## src/rtl/assert_macros.svh

```systemverilog
// Assertion macros shared by the planner RTL.
`ifndef ASSERT_MACROS_SVH
`define ASSERT_MACROS_SVH

// Same-cycle implication, disabled while reset is low.
`define SBRP_ASSERT_NOW(label, clk, rstn, ante, cons) \
    label: assert property (@(posedge clk) disable iff (!rstn) (ante) |-> (cons)) \
        else $error("assertion failed");

// Next-cycle implication, disabled while reset is low.
`define SBRP_ASSERT_NXT(label, clk, rstn, ante, cons) \
    label: assert property (@(posedge clk) disable iff (!rstn) (ante) |=> (cons)) \
        else $error("assertion failed");

`endif

```

## src/rtl/sbrp_pkg.sv

```systemverilog
// Shared types and constants for the stepper burst ramp planner.
package sbrp_pkg;

    localparam int PERIOD_W = 24;
    localparam int DUTY_W   = 9;
    localparam int THR_W    = 16;
    localparam int LVL_W    = 6;
    localparam int RST_W    = 16;
    localparam int PULSE_W  = 16;
    localparam int REM_W    = 32;
    localparam int CFG_IDX_W = 3;

    // Divider: quotient bits resolved per cycle and resulting iteration count.
    localparam int DIV_STEPS = 2;
    localparam int DIV_ITER  = PERIOD_W / DIV_STEPS;
    localparam int DIV_CNT_W = $clog2(DIV_ITER);

    localparam logic [PERIOD_W-1:0] FULL_PERIOD_RST    = 24'd100000;
    localparam logic [DUTY_W-1:0]   DUTY_RST           = 9'd128;
    localparam logic [DUTY_W-1:0]   DUTY_ONE           = 9'd256;
    localparam logic [THR_W-1:0]    RAMP_THRESHOLD_RST = 16'd45;
    localparam logic [LVL_W-1:0]    MAX_LEVEL_RST      = 6'd10;
    localparam logic [RST_W-1:0]    RESTART_REMAIN_RST = 16'd200;

    typedef enum logic [CFG_IDX_W-1:0] {
        REG_FULL_PERIOD    = 3'd0,
        REG_DUTY_Q8        = 3'd1,
        REG_RAMP_THRESHOLD = 3'd2,
        REG_MAX_LEVEL      = 3'd3,
        REG_RESTART_REMAIN = 3'd4
    } cfg_reg_t;

    typedef struct packed {
        logic                start;
        logic [PERIOD_W-1:0] dividend;
        logic [LVL_W-1:0]    divisor;
    } div_req_t;

    typedef struct packed {
        logic                done;
        logic [PERIOD_W-1:0] quotient;
    } div_rsp_t;

endpackage

```

## src/rtl/sbrp_div.sv

```systemverilog
// Iterative restoring divider: base period by speed level, a few bits per cycle.
`include "assert_macros.svh"

module sbrp_div
    import sbrp_pkg::*;
(
    input  logic     aclk,
    input  logic     aresetn,
    input  div_req_t req,
    output div_rsp_t rsp
);

    logic                 run_reg, run_next;
    logic                 done_reg, done_next;
    logic [DIV_CNT_W-1:0] cnt_reg, cnt_next;
    logic [PERIOD_W-1:0]  quo_reg, quo_next;
    logic [LVL_W-1:0]     part_reg, part_next;
    logic [LVL_W-1:0]     dsr_reg, dsr_next;

    always_comb begin
        logic [LVL_W:0]      t;
        logic [LVL_W-1:0]    r;
        logic [PERIOD_W-1:0] q;
        r = part_reg;
        q = quo_reg;
        for (int i = 0; i < DIV_STEPS; i++) begin
            // shift next dividend bit into the partial remainder
            t = {r, q[PERIOD_W-1]};
            q = {q[PERIOD_W-2:0], 1'b0};
            if (t >= {1'b0, dsr_reg}) begin
                t    = t - {1'b0, dsr_reg};
                q[0] = 1'b1;
            end
            r = t[LVL_W-1:0];
        end

        run_next  = run_reg;
        done_next = 1'b0;
        cnt_next  = cnt_reg;
        quo_next  = quo_reg;
        part_next = part_reg;
        dsr_next  = dsr_reg;
        if (req.start) begin
            run_next  = 1'b1;
            cnt_next  = DIV_CNT_W'(DIV_ITER - 1);
            quo_next  = req.dividend;
            part_next = '0;
            dsr_next  = req.divisor;
        end else if (run_reg) begin
            quo_next  = q;
            part_next = r;
            cnt_next  = cnt_reg - 1'b1;
            if (cnt_reg == '0) begin
                run_next  = 1'b0;
                done_next = 1'b1;
            end
        end
    end

    always_ff @(posedge aclk) begin
        if (!aresetn) begin
            run_reg  <= 1'b0;
            done_reg <= 1'b0;
            cnt_reg  <= '0;
        end else begin
            run_reg  <= run_next;
            done_reg <= done_next;
            cnt_reg  <= cnt_next;
        end
    end

    always_ff @(posedge aclk) begin
        quo_reg  <= quo_next;
        part_reg <= part_next;
        dsr_reg  <= dsr_next;
    end

    assign rsp.done     = done_reg;
    assign rsp.quotient = quo_reg;

    `SBRP_ASSERT_NOW(a_no_restart, aclk, aresetn, req.start, !run_reg)
    `SBRP_ASSERT_NOW(a_part_below_dsr, aclk, aresetn, run_reg, part_reg < dsr_reg)
    `SBRP_ASSERT_NOW(a_done_after_run, aclk, aresetn, done_reg, !run_reg)

endmodule

```

## src/rtl/stepper_burst_ramp_planner.sv

```systemverilog
// Stepper burst ramp planner: ramp sequencer, config registers and result register.
// Burst-done beats and non-launching moves: ST_OUT loads the result register once it is free.
// Launching moves: ST_DIV over the divider's two-bit iterations, then ST_MUL registers the
// quotient and its duty-scaled product, then ST_OUT loads the result register.
// Beats are taken only in ST_IDLE, after the last result is loaded, even while it waits.
// Synchronous active-low reset clears ramp state and restores register defaults.
`include "assert_macros.svh"

module stepper_burst_ramp_planner
    import sbrp_pkg::*;
(
    input  logic                 aclk,
    input  logic                 aresetn,

    input  logic                 cfg_wr_en,
    input  logic [CFG_IDX_W-1:0] cfg_index,
    input  logic [PERIOD_W-1:0]  cfg_wdata,

    input  logic                 s_valid,
    output logic                 s_ready,
    input  logic                 s_req_type,
    input  logic [PULSE_W-1:0]   s_move_pulses,

    output logic                 m_valid,
    input  logic                 m_ready,
    output logic                 m_start_burst,
    output logic                 m_stop_burst,
    output logic [LVL_W-1:0]     m_burst_pulses,
    output logic [PERIOD_W-1:0]  m_period_ticks,
    output logic [PERIOD_W-1:0]  m_high_ticks
);

    typedef enum logic [3:0] {
        ST_IDLE = 4'b0001,
        ST_DIV  = 4'b0010,
        ST_MUL  = 4'b0100,
        ST_OUT  = 4'b1000
    } state_t;

    localparam logic [REM_W-1:0] REM_MAX = {1'b0, {(REM_W-1){1'b1}}};
    localparam logic [REM_W-1:0] REM_MIN = {1'b1, {(REM_W-1){1'b0}}};

    function automatic logic [REM_W-1:0] sat_rem(input logic [REM_W:0] v);
        logic [REM_W-1:0] r;
        r = v[REM_W-1:0];
        if (v[REM_W] != v[REM_W-1]) begin
            r = v[REM_W] ? REM_MIN : REM_MAX;
        end
        return r;
    endfunction

    state_t state_reg, state_next;

    logic [PERIOD_W-1:0] full_period_reg;
    logic [DUTY_W-1:0]   duty_q8_reg;
    logic [THR_W-1:0]    ramp_threshold_reg;
    logic [LVL_W-1:0]    max_level_reg;
    logic [RST_W-1:0]    restart_remain_reg;

    logic [REM_W-1:0] remainder_reg, remainder_next;
    logic [LVL_W-1:0] level_now_reg, level_now_next;
    logic [LVL_W-1:0] level_pending_reg, level_pending_next;
    logic             busy_reg, busy_next;

    logic                res_start_reg, res_start_next;
    logic                res_stop_reg, res_stop_next;
    logic [LVL_W-1:0]    res_count_reg, res_count_next;
    logic [PERIOD_W-1:0] res_period_reg, res_period_next;
    logic [PERIOD_W-1:0] res_high_reg, res_high_next;

    logic                m_valid_reg, m_valid_next;
    logic                m_start_reg, m_start_next;
    logic                m_stop_reg, m_stop_next;
    logic [LVL_W-1:0]    m_count_reg, m_count_next;
    logic [PERIOD_W-1:0] m_period_reg, m_period_next;
    logic [PERIOD_W-1:0] m_high_reg, m_high_next;

    logic [REM_W-1:0] rem_add, rem_ramp, rem_launch;
    logic [LVL_W-1:0] pend_ramp, now_ramp;
    logic             launch, accept;
    logic [DUTY_W-1:0] duty_eff;
    logic [PERIOD_W+DUTY_W-1:0] product;

    div_req_t div_req;
    div_rsp_t div_rsp;

    sbrp_div u_div (
        .aclk    (aclk),
        .aresetn (aresetn),
        .req     (div_req),
        .rsp     (div_rsp)
    );

    // config registers
    always_ff @(posedge aclk) begin
        if (!aresetn) begin
            full_period_reg    <= FULL_PERIOD_RST;
            duty_q8_reg        <= DUTY_RST;
            ramp_threshold_reg <= RAMP_THRESHOLD_RST;
            max_level_reg      <= MAX_LEVEL_RST;
            restart_remain_reg <= RESTART_REMAIN_RST;
        end else if (cfg_wr_en) begin
            case (cfg_index)
                REG_FULL_PERIOD:    full_period_reg    <= cfg_wdata;
                REG_DUTY_Q8:        duty_q8_reg        <= cfg_wdata[DUTY_W-1:0];
                REG_RAMP_THRESHOLD: ramp_threshold_reg <= cfg_wdata[THR_W-1:0];
                REG_MAX_LEVEL:      max_level_reg      <= cfg_wdata[LVL_W-1:0];
                REG_RESTART_REMAIN: restart_remain_reg <= cfg_wdata[RST_W-1:0];
                default: ;
            endcase
        end
    end

    assign accept = s_valid && s_ready;
    assign s_ready = (state_reg == ST_IDLE);

    // ramp decision for a move beat
    always_comb begin
        rem_add   = sat_rem({remainder_reg[REM_W-1], remainder_reg}
                            + {{(REM_W-PULSE_W+1){1'b0}}, s_move_pulses});
        rem_ramp  = rem_add;
        pend_ramp = level_pending_reg;
        now_ramp  = level_now_reg;
        if (level_pending_reg == '0) begin
            if ($signed(rem_add) > $signed({{(REM_W-THR_W){1'b0}}, ramp_threshold_reg})) begin
                pend_ramp = (level_now_reg < max_level_reg) ? level_now_reg + 1'b1
                                                            : max_level_reg;
            end else begin
                if (level_now_reg != '0) begin
                    pend_ramp = level_now_reg - 1'b1;
                end
                // ramp bottomed out: reload the remainder
                if (pend_ramp == '0) begin
                    now_ramp = '0;
                    rem_ramp = {{(REM_W-RST_W){1'b0}}, restart_remain_reg};
                end
            end
        end
        launch     = !busy_reg && (pend_ramp != '0);
        rem_launch = sat_rem({rem_ramp[REM_W-1], rem_ramp}
                             - {{(REM_W-LVL_W+1){1'b0}}, pend_ramp});
    end

    assign duty_eff = (duty_q8_reg > DUTY_ONE) ? DUTY_ONE : duty_q8_reg;
    assign product  = div_rsp.quotient * duty_eff;

    assign div_req.start    = accept && !s_req_type && launch;
    assign div_req.dividend = full_period_reg;
    assign div_req.divisor  = pend_ramp;

    always_comb begin
        state_next         = state_reg;
        remainder_next     = remainder_reg;
        level_now_next     = level_now_reg;
        level_pending_next = level_pending_reg;
        busy_next          = busy_reg;
        res_start_next     = res_start_reg;
        res_stop_next      = res_stop_reg;
        res_count_next     = res_count_reg;
        res_period_next    = res_period_reg;
        res_high_next      = res_high_reg;
        m_valid_next       = m_valid_reg && !m_ready;
        m_start_next       = m_start_reg;
        m_stop_next        = m_stop_reg;
        m_count_next       = m_count_reg;
        m_period_next      = m_period_reg;
        m_high_next        = m_high_reg;

        case (state_reg)
            ST_IDLE: begin
                if (accept) begin
                    res_period_next = '0;
                    res_high_next   = '0;
                    if (s_req_type) begin
                        busy_next      = 1'b0;
                        res_start_next = 1'b0;
                        res_stop_next  = 1'b1;
                        res_count_next = '0;
                        state_next     = ST_OUT;
                    end else begin
                        res_stop_next  = 1'b0;
                        res_start_next = launch;
                        if (launch) begin
                            remainder_next     = rem_launch;
                            level_now_next     = pend_ramp;
                            level_pending_next = '0;
                            busy_next          = 1'b1;
                            res_count_next     = pend_ramp;
                            state_next         = ST_DIV;
                        end else begin
                            remainder_next     = rem_ramp;
                            level_now_next     = now_ramp;
                            level_pending_next = pend_ramp;
                            res_count_next     = '0;
                            state_next         = ST_OUT;
                        end
                    end
                end
            end
            ST_DIV: begin
                if (div_rsp.done) begin
                    state_next = ST_MUL;
                end
            end
            ST_MUL: begin
                res_period_next = div_rsp.quotient;
                res_high_next   = product[PERIOD_W+7:8];
                state_next      = ST_OUT;
            end
            ST_OUT: begin
                // hold until the result register is free
                if (!m_valid_reg || m_ready) begin
                    m_valid_next  = 1'b1;
                    m_start_next  = res_start_reg;
                    m_stop_next   = res_stop_reg;
                    m_count_next  = res_count_reg;
                    m_period_next = res_period_reg;
                    m_high_next   = res_high_reg;
                    state_next    = ST_IDLE;
                end
            end
            default: state_next = ST_IDLE;
        endcase
    end

    always_ff @(posedge aclk) begin
        if (!aresetn) begin
            state_reg         <= ST_IDLE;
            remainder_reg     <= '0;
            level_now_reg     <= '0;
            level_pending_reg <= '0;
            busy_reg          <= 1'b0;
            m_valid_reg       <= 1'b0;
        end else begin
            state_reg         <= state_next;
            remainder_reg     <= remainder_next;
            level_now_reg     <= level_now_next;
            level_pending_reg <= level_pending_next;
            busy_reg          <= busy_next;
            m_valid_reg       <= m_valid_next;
        end
    end

    always_ff @(posedge aclk) begin
        res_start_reg  <= res_start_next;
        res_stop_reg   <= res_stop_next;
        res_count_reg  <= res_count_next;
        res_period_reg <= res_period_next;
        res_high_reg   <= res_high_next;
        m_start_reg    <= m_start_next;
        m_stop_reg     <= m_stop_next;
        m_count_reg    <= m_count_next;
        m_period_reg   <= m_period_next;
        m_high_reg     <= m_high_next;
    end

    assign m_valid        = m_valid_reg;
    assign m_start_burst  = m_start_reg;
    assign m_stop_burst   = m_stop_reg;
    assign m_burst_pulses = m_count_reg;
    assign m_period_ticks = m_period_reg;
    assign m_high_ticks   = m_high_reg;

    `SBRP_ASSERT_NXT(a_one_at_a_time, aclk, aresetn, accept, !s_ready)
    `SBRP_ASSERT_NOW(a_start_has_pulses, aclk, aresetn, m_valid && m_start_burst,
        m_burst_pulses != '0)
    `SBRP_ASSERT_NOW(a_start_xor_stop, aclk, aresetn, m_valid,
        !(m_start_burst && m_stop_burst))
    `SBRP_ASSERT_NOW(a_high_within_period, aclk, aresetn, m_valid,
        m_high_ticks <= m_period_ticks)
    `SBRP_ASSERT_NOW(a_div_only_in_div, aclk, aresetn, div_rsp.done, state_reg == ST_DIV)

endmodule

```

## config.mk

```make
export PLATFORM = sky130hd
export DESIGN_NAME = stepper_burst_ramp_planner
export DESIGN_NICKNAME = d
export VERILOG_FILES = /design/src/rtl/sbrp_pkg.sv /design/src/rtl/sbrp_div.sv /design/src/rtl/stepper_burst_ramp_planner.sv
export VERILOG_INCLUDE_DIRS = /design/src /design/src/rtl
export SDC_FILE = /design/constraint.sdc
export NUM_CORES = 1
export LEC_CHECK = 0
export BUFFER_PORTS_ARGS = -buffer_cell sky130_fd_sc_hd__buf_2
export CORE_ASPECT_RATIO = 1.5
export CORE_MARGIN = 3
export CORE_UTILIZATION = 60
export DETAILED_ROUTE_END_ITERATION = 6
export MAX_ROUTING_LAYER = met4
export PLACE_DENSITY = 0.8
export SYNTH_ARGS = -nofsm -noshare
export SYNTH_HDL_FRONTEND = slang
export SYNTH_SLANG_ARGS = --single-unit
```

## constraint.sdc

```tcl
create_clock -name aclk -period 12.2 [get_ports aclk]
set_input_delay 2.44 -clock aclk [delete_from_list [all_inputs] [get_ports aclk]]
set_output_delay 2.44 -clock aclk [all_outputs]
set_load 0.005 [all_outputs]
```

Word level (Yosys, flattened, before mapping)
Index checks and enable logic that the tools add are counted.

Register bits after elaboration: 275. Bits of input ports: 49. Word-level logic and storage cells: 141.

Add/subtract/negate cells: 7. Multiply operators: 1. $lt $le $gt $ge: 5. Equal/unequal tests: 14. Muxes and demuxes: 46. Bitwise gates (word level): 4. Reductions and logical operators: 36.

Operator list (count): 2-to-1 mux 32 bit (8); case mux 24 bit (2 select lines) (2); 2-to-1 mux 6 bit (13); 2-to-1 mux 24 bit (3); adder 32 x 17 -> 33 bit (1); subtractor 32 x 7 -> 33 bit (1); greater-than comparator 32 x 17 -> 1 bit (1); multiplier 24 x 9 -> 32 bit (1); 2-to-1 mux 4 bit (7); case mux 4 bit (4 select lines) (1); AND reduction 2 bit (8); greater-or-equal comparator 7 x 6 -> 1 bit (2); zero test 6 bit (2); nonzero test 6 bit (2); subtractor 6 bit (2); 2-to-1 mux 1 bit (11); nonzero test 2 bit (5); greater-than comparator 9 bit, second input constant (1); 2-to-1 mux 9 bit (1); AND reduction 3 bit (3); adder 6 x 1 -> 6 bit, second input constant (1); == test 3 x 2 -> 1 bit, second input constant (2); less-than comparator 6 bit (1); AND reduction 6 bit (1); 19 further kinds (33).

Logic depth before layout (Yosys ltp)
Depth in word-level cells: 14. Gate-level depth with buffers: 43. Gate-level depth less buffers: 39.

By module
From an unflattened synthesis, not the netlist that was laid out.

Cell total of the unflattened synthesis: 2363. Area total of the unflattened synthesis: 21081.5 µm².

Modules (own cells, without submodules): stepper_burst_ramp_planner (instances 1, cells an instance 2177, area each 18788.0 µm², sequential area each 5785.5 µm²); sbrp_div (instances 1, cells an instance 186, area each 2293.4 µm², sequential area each 1141.1 µm²).

Worst setup path before layout
No wires, ideal clock.

Path type: input to register. Start: input s_move_pulses[0]. End: register remainder_reg[17]. Arrival: 10.689 ns. Data required time: 12.077 ns. Setup slack: 1.389 ns. Stages: 41. Buffers on the path: 3. Cell sequence: ha_1 -> inv_1 -> fa_1 -> nand2b_1 -> a21oi_2 -> o21ai_1 -> a21o_2 -> o21a_1 -> ha_1 -> clkbuf_1 -> nor2_1 -> a21oi_1 -> o31ai_1 -> ha_1 -> a21o_1 -> a211oi_1 -> o211ai_1 -> a211oi_1 -> [... 5 more ...] -> clkbuf_1 -> nor2_1 -> a21oi_1 -> ha_1 -> fa_1 -> nor2b_1 -> o21ai_0 -> nand2b_1 -> a21o_1 -> a21o_1 -> nand2b_1 -> or3_1 -> or3_1 -> a22oi_1 -> o21ai_1 -> clkbuf_1 -> a22oi_1 -> a21oi_1.

Cells in the longest elaborated chain, start to end: 10. Elaborated cells on any way between the ends: 17. Classes of those cells: add/sub (2); order compare (1); eq/ne (2); mux (10); reduce/logical (2).

Ends and longest elaborated chain: start: declaration (RTL line stepper_burst_ramp_planner.sv:22) `input logic [PULSE_W-1:0] s_move_pulses,`; adder 32 x 17 -> 33 bit * (RTL line stepper_burst_ramp_planner.sv:120) `+ {{(REM_W-PULSE_W+1){1'b0}}, s_move_pulses});`; 2-to-1 mux 32 bit or inequality test 1 bit (tied branches) (RTL line stepper_burst_ramp_planner.sv:47, stepper_burst_ramp_planner.sv:46); 2-to-1 mux 32 bit * (RTL line stepper_burst_ramp_planner.sv:46) `if (v[REM_W] != v[REM_W-1]) begin`; greater-than comparator 32 x 17 -> 1 bit or 2-to-1 mux 32 bit (tied branches) (RTL line stepper_burst_ramp_planner.sv:125, stepper_burst_ramp_planner.sv:133); 2-to-1 mux 32 bit or 2-to-1 mux 6 bit (tied branches) (RTL line stepper_burst_ramp_planner.sv:125) `if ($signed(rem_add) > $signed({{(REM_W-THR_W){1'b0}}, ramp_threshold_reg})) begin`; 2-to-1 mux 32 bit or 2-to-1 mux 6 bit (tied branches) (RTL line stepper_burst_ramp_planner.sv:124) `if (level_pending_reg == '0) begin`; subtractor 32 x 7 -> 33 bit (RTL line stepper_burst_ramp_planner.sv:141) `- {{(REM_W-LVL_W+1){1'b0}}, pend_ramp});`; 2-to-1 mux 32 bit or inequality test 1 bit (tied branches) (RTL line stepper_burst_ramp_planner.sv:47, stepper_burst_ramp_planner.sv:46); 2-to-1 mux 32 bit (RTL line stepper_burst_ramp_planner.sv:46); 2-to-1 mux 32 bit * (RTL line stepper_burst_ramp_planner.sv:183) `if (launch) begin`; end signal: assignment (RTL line stepper_burst_ramp_planner.sv:236) `remainder_reg <= remainder_next;`; end: declaration (RTL line stepper_burst_ramp_planner.sv:60) `logic [REM_W-1:0] remainder_reg, remainder_next;`.

Every way passes the cells marked *; elsewhere a longest branch is shown, timed or not. A chain may end at the register's enable or synchronous reset.

==> impl_metrics.env <==
export IMPL_cts_tree="built"
export IMPL_number_of_antenna_violations_at_the_first_check_in_global_routing=4
export IMPL_clkTransAtPathRegs_ps=70
export IMPL_vias_per_cell=5.998
export IMPL_unrepaired_setup_endpoints_after_global_routing="no"
export IMPL_post_drt_wl_per_cell_um=20.58
export IMPL_final_common_cell="nand2_1"
export IMPL_ys_seq_area_frac=0.3281
export IMPL_cts_repair_timing_setup_buffer_count=0
export IMPL_result_of_the_run="finished clean"
export IMPL_gp_congestion=1.044
export IMPL_drive_gt1_frac=0.09907
export IMPL_ant_nets=0
export IMPL_largest_register_ffs=32
export IMPL_setup_violations_final=0
export IMPL_die_y_um=235.7
export IMPL_num_vias=17717
export IMPL_yosys_most_used_dff="edfxtp_1"
export IMPL_layout_fillers=2865
export IMPL_worstSetupStartpointType="primary input"
export IMPL_worst_ir_drop_vdd_mv=0.1151
export IMPL_dieArea_um2=37520
export IMPL_critPathMaxFanout=15
export IMPL_cts_htree_levels=1
export IMPL_io_pins=107
export IMPL_synth_edf_count=142
export IMPL_netlist_cell_type_count=93
export IMPL_dp_hpwl_mm=47.39
export IMPL_worst_setup_path_type="in -> reg"
export IMPL_critical_path_most_common_cell="ha_1"
export IMPL_worstMarginPinSlew_ps=1188
export IMPL_clock_latency_ps=560
export IMPL_syn2layout_area_growth_pct=8.742
export IMPL_clock_tree_root_cell="clkbuf_16"
export IMPL_synth_seq_cells=275
export IMPL_postCtsResizedCells=0
export IMPL_critPathRequiredTime_ps=12690
export IMPL_max_cap_violations=0
export IMPL_power_per_cell_area_nw_per_um2=164.0
export IMPL_post_cts_hold_buffer_count=0
export IMPL_floorplan_initialDensity=0.6123
export IMPL_clkSinkCount=275
export IMPL_drt_pass_1_iters=7
export IMPL_gr_total_overflow=0
export IMPL_core_area_um2=34480
export IMPL_finalCoreUtilization=0.6658
export IMPL_clock_buffers_created_by_tritoncts=26
export IMPL_power_static_leakage_uw=0.01002
export IMPL_maximum_number_of_pins_on_one_net_before_global_route_repair=112
export IMPL_drtIter0Drc=1122
export IMPL_yosysWarnings=0
export IMPL_maxSlewViolCount=0
export IMPL_worst_relative_slew_slack=0.2083
export IMPL_track_usage=0.3313
export IMPL_synthArstFlopShare=0
export IMPL_cell_area_after_synthesis_um2=21110
export IMPL_fmax_ghz=0.08937
export IMPL_setup_worst_path_end_class="flop"
export IMPL_cpMaxStageDelayCell="or4_1"
export IMPL_final_cell_mix="nand2_1, inv_1, fa_1, edfxtp_1, dfxtp_1"
export IMPL_worstPathArrival_ps=11680
export IMPL_routed_wl_mm=60.80
export IMPL_total_negative_setup_slacks_ps=0
export IMPL_via_count_of_the_first_global_routing_pass=18176
export IMPL_final_nets=2776
export IMPL_floorplan_rows=83
export IMPL_wire_length_of_the_first_global_routing_pass_mm=96.24
export IMPL_hold_path_class="reg -> reg"
export IMPL_finalHoldViolCount=0
export IMPL_postSynthNetCount=2724
export IMPL_portBuffers=106
export IMPL_drc=0
export IMPL_max_stage_delay_ps=590
export IMPL_clock_tree_buffer_depth=3
export IMPL_final_period_utilization=0.9171
export IMPL_syn_avg_cell_area_um2=8.756
export IMPL_die_x_um=159.2
export IMPL_final_setup_skew_ps=16.73
export IMPL_final_period_minus_worst_setup_slack_ps=11190
export IMPL_synthesis_instances=2411
==> per-layer routing <==
metal,vias up,wire [µm],GRT usage
li1,8189,-,-
met1,8516,20470,0.3251
met2,733,32120,0.6066
met3,279,3074,0.04049
met4,0,5147,0.2230
met5,-,0,-
==> kinds of logic (layout without fill, tap and decap cells) <==
kind of cell               after synthesis  count (layout)  synth area share
muxes                                   22              22           0.01114
DFF                                    275             275            0.3281
AOI/OAI and AO/OA                      459             459            0.1478
buffers and inverters                  383             455           0.07017
xor gates and xnor gates                59              59           0.02448
and+or+nand+nor                        949             949            0.2060
other                                    0               4                 0
adders and majority gates              264             264            0.2123
==> power breakdown <==
| part | total (µW) | internal (µW) | switching [µW] |
|---|---|---|---|
| clock network | 834 | 467 | 367 |
| logic | 1700 | 640 | 1060 |
| registers | 1230 | 1090 | 142 |
| total | 3770 | 2200 | 1570 |
==> critical path, delay by kind of cell <==
family	cells	cell delay, ps
AO/OA/AOI/OAI	17	3310
AND/OR/NAND/NOR	14	3260
adder cells (fa/ha/maj)	6	2060
buffers and inverters	4	600
==> cells in the mapped netlist (5+ instances only) <==
library cell    n  area [µm²]
a211oi_1       17       127.6
a21boi_0       65       488.0
a21o_1         35       262.8
a21oi_1        94       470.5
a22oi_1         7       52.55
a31oi_1        17       106.4
and2_1         60       375.4
and3_1         14       87.58
and4_1          5       43.79
buf_1           7       26.28
buf_2          10       50.05
buf_4           6       45.04
clkbuf_1      104       390.4
dfxtp_1       133        2663
edfxtp_1      142        4264
fa_1          157        3143
ha_1          107        1339
inv_1         253       949.7
mux2_2          8       90.09
mux2i_1        13       130.1
nand2_1       508        1907
nand2b_1       24       150.1
nand3_1        42       210.2
nand3b_1        6       45.04
nand4_1        20       125.1
nor2_1        128       480.5
nor2b_1        29       181.4
nor3_1         46       230.2
nor3b_1         6       45.04
nor4_1          6       37.54
nor4b_1         7       61.31
o2111ai_1       6       52.55
o211ai_1       16       120.1
o21a_1         23       172.7
o21ai_0        84       420.4
o21ai_1        10       50.05
o21bai_1        6       45.04
o31a_1          5       43.79
o31ai_1        16       120.1
or2_2           8       50.05
or3_1          19       118.9
or4_1           8       60.06
xnor2_1        34       297.8
xor2_1         25       219.0
==> through the flow <==
stage	cells	hold WS [ps]	setup slack (ps)	total power, µW	instance area [µm²]
2_1_floorplan	2411	400.3	1389	2385	21110
3_3_place_gp	2902	401.0	772.8	2861	22070
3_5_place_dp	2902	404.5	580.6	2904	22070
4_1_cts	2950	419.6	1132	3744	22950
5_1_grt	2954	425.4	332.3	3993	22960
6_report	2954	417.1	1011	3766	22960
==> worst paths after layout <==
check / from / endpoint / slack (ps) / cells past startpoint
worst max register to register: remainder_reg[0]$_SDFFE_PN0P_ / remainder_reg[24]$_SDFFE_PN0P_ / 2560 / 40
worst min register to register: res_stop_reg$_DFFE_PP_ / m_stop_burst$_DFFE_PP_ / 420 / 0
worst max-delay path: s_move_pulses[0] / remainder_reg[24]$_SDFFE_PN0P_ / 1010 / 41
worst min-delay path: res_stop_reg$_DFFE_PP_ / m_stop_burst$_DFFE_PP_ / 420 / 0
==> area by class of cell <==
type	instances	area [µm²]	share of cell area
Multi-Input combinational cell	1753	12720	0.5543
Sequential cell	275	6927	0.3017
Inverter	254	953.4	0.04153
Timing Repair Buffer	153	883.3	0.03848
Clock buffer	33	721.9	0.03145
Tap cell	467	584.3	0.02545
Clock inverter	15	152.6	0.006649
Antenna cell	4	10.01	0.0004360
(Power assumes the default switching activity.)
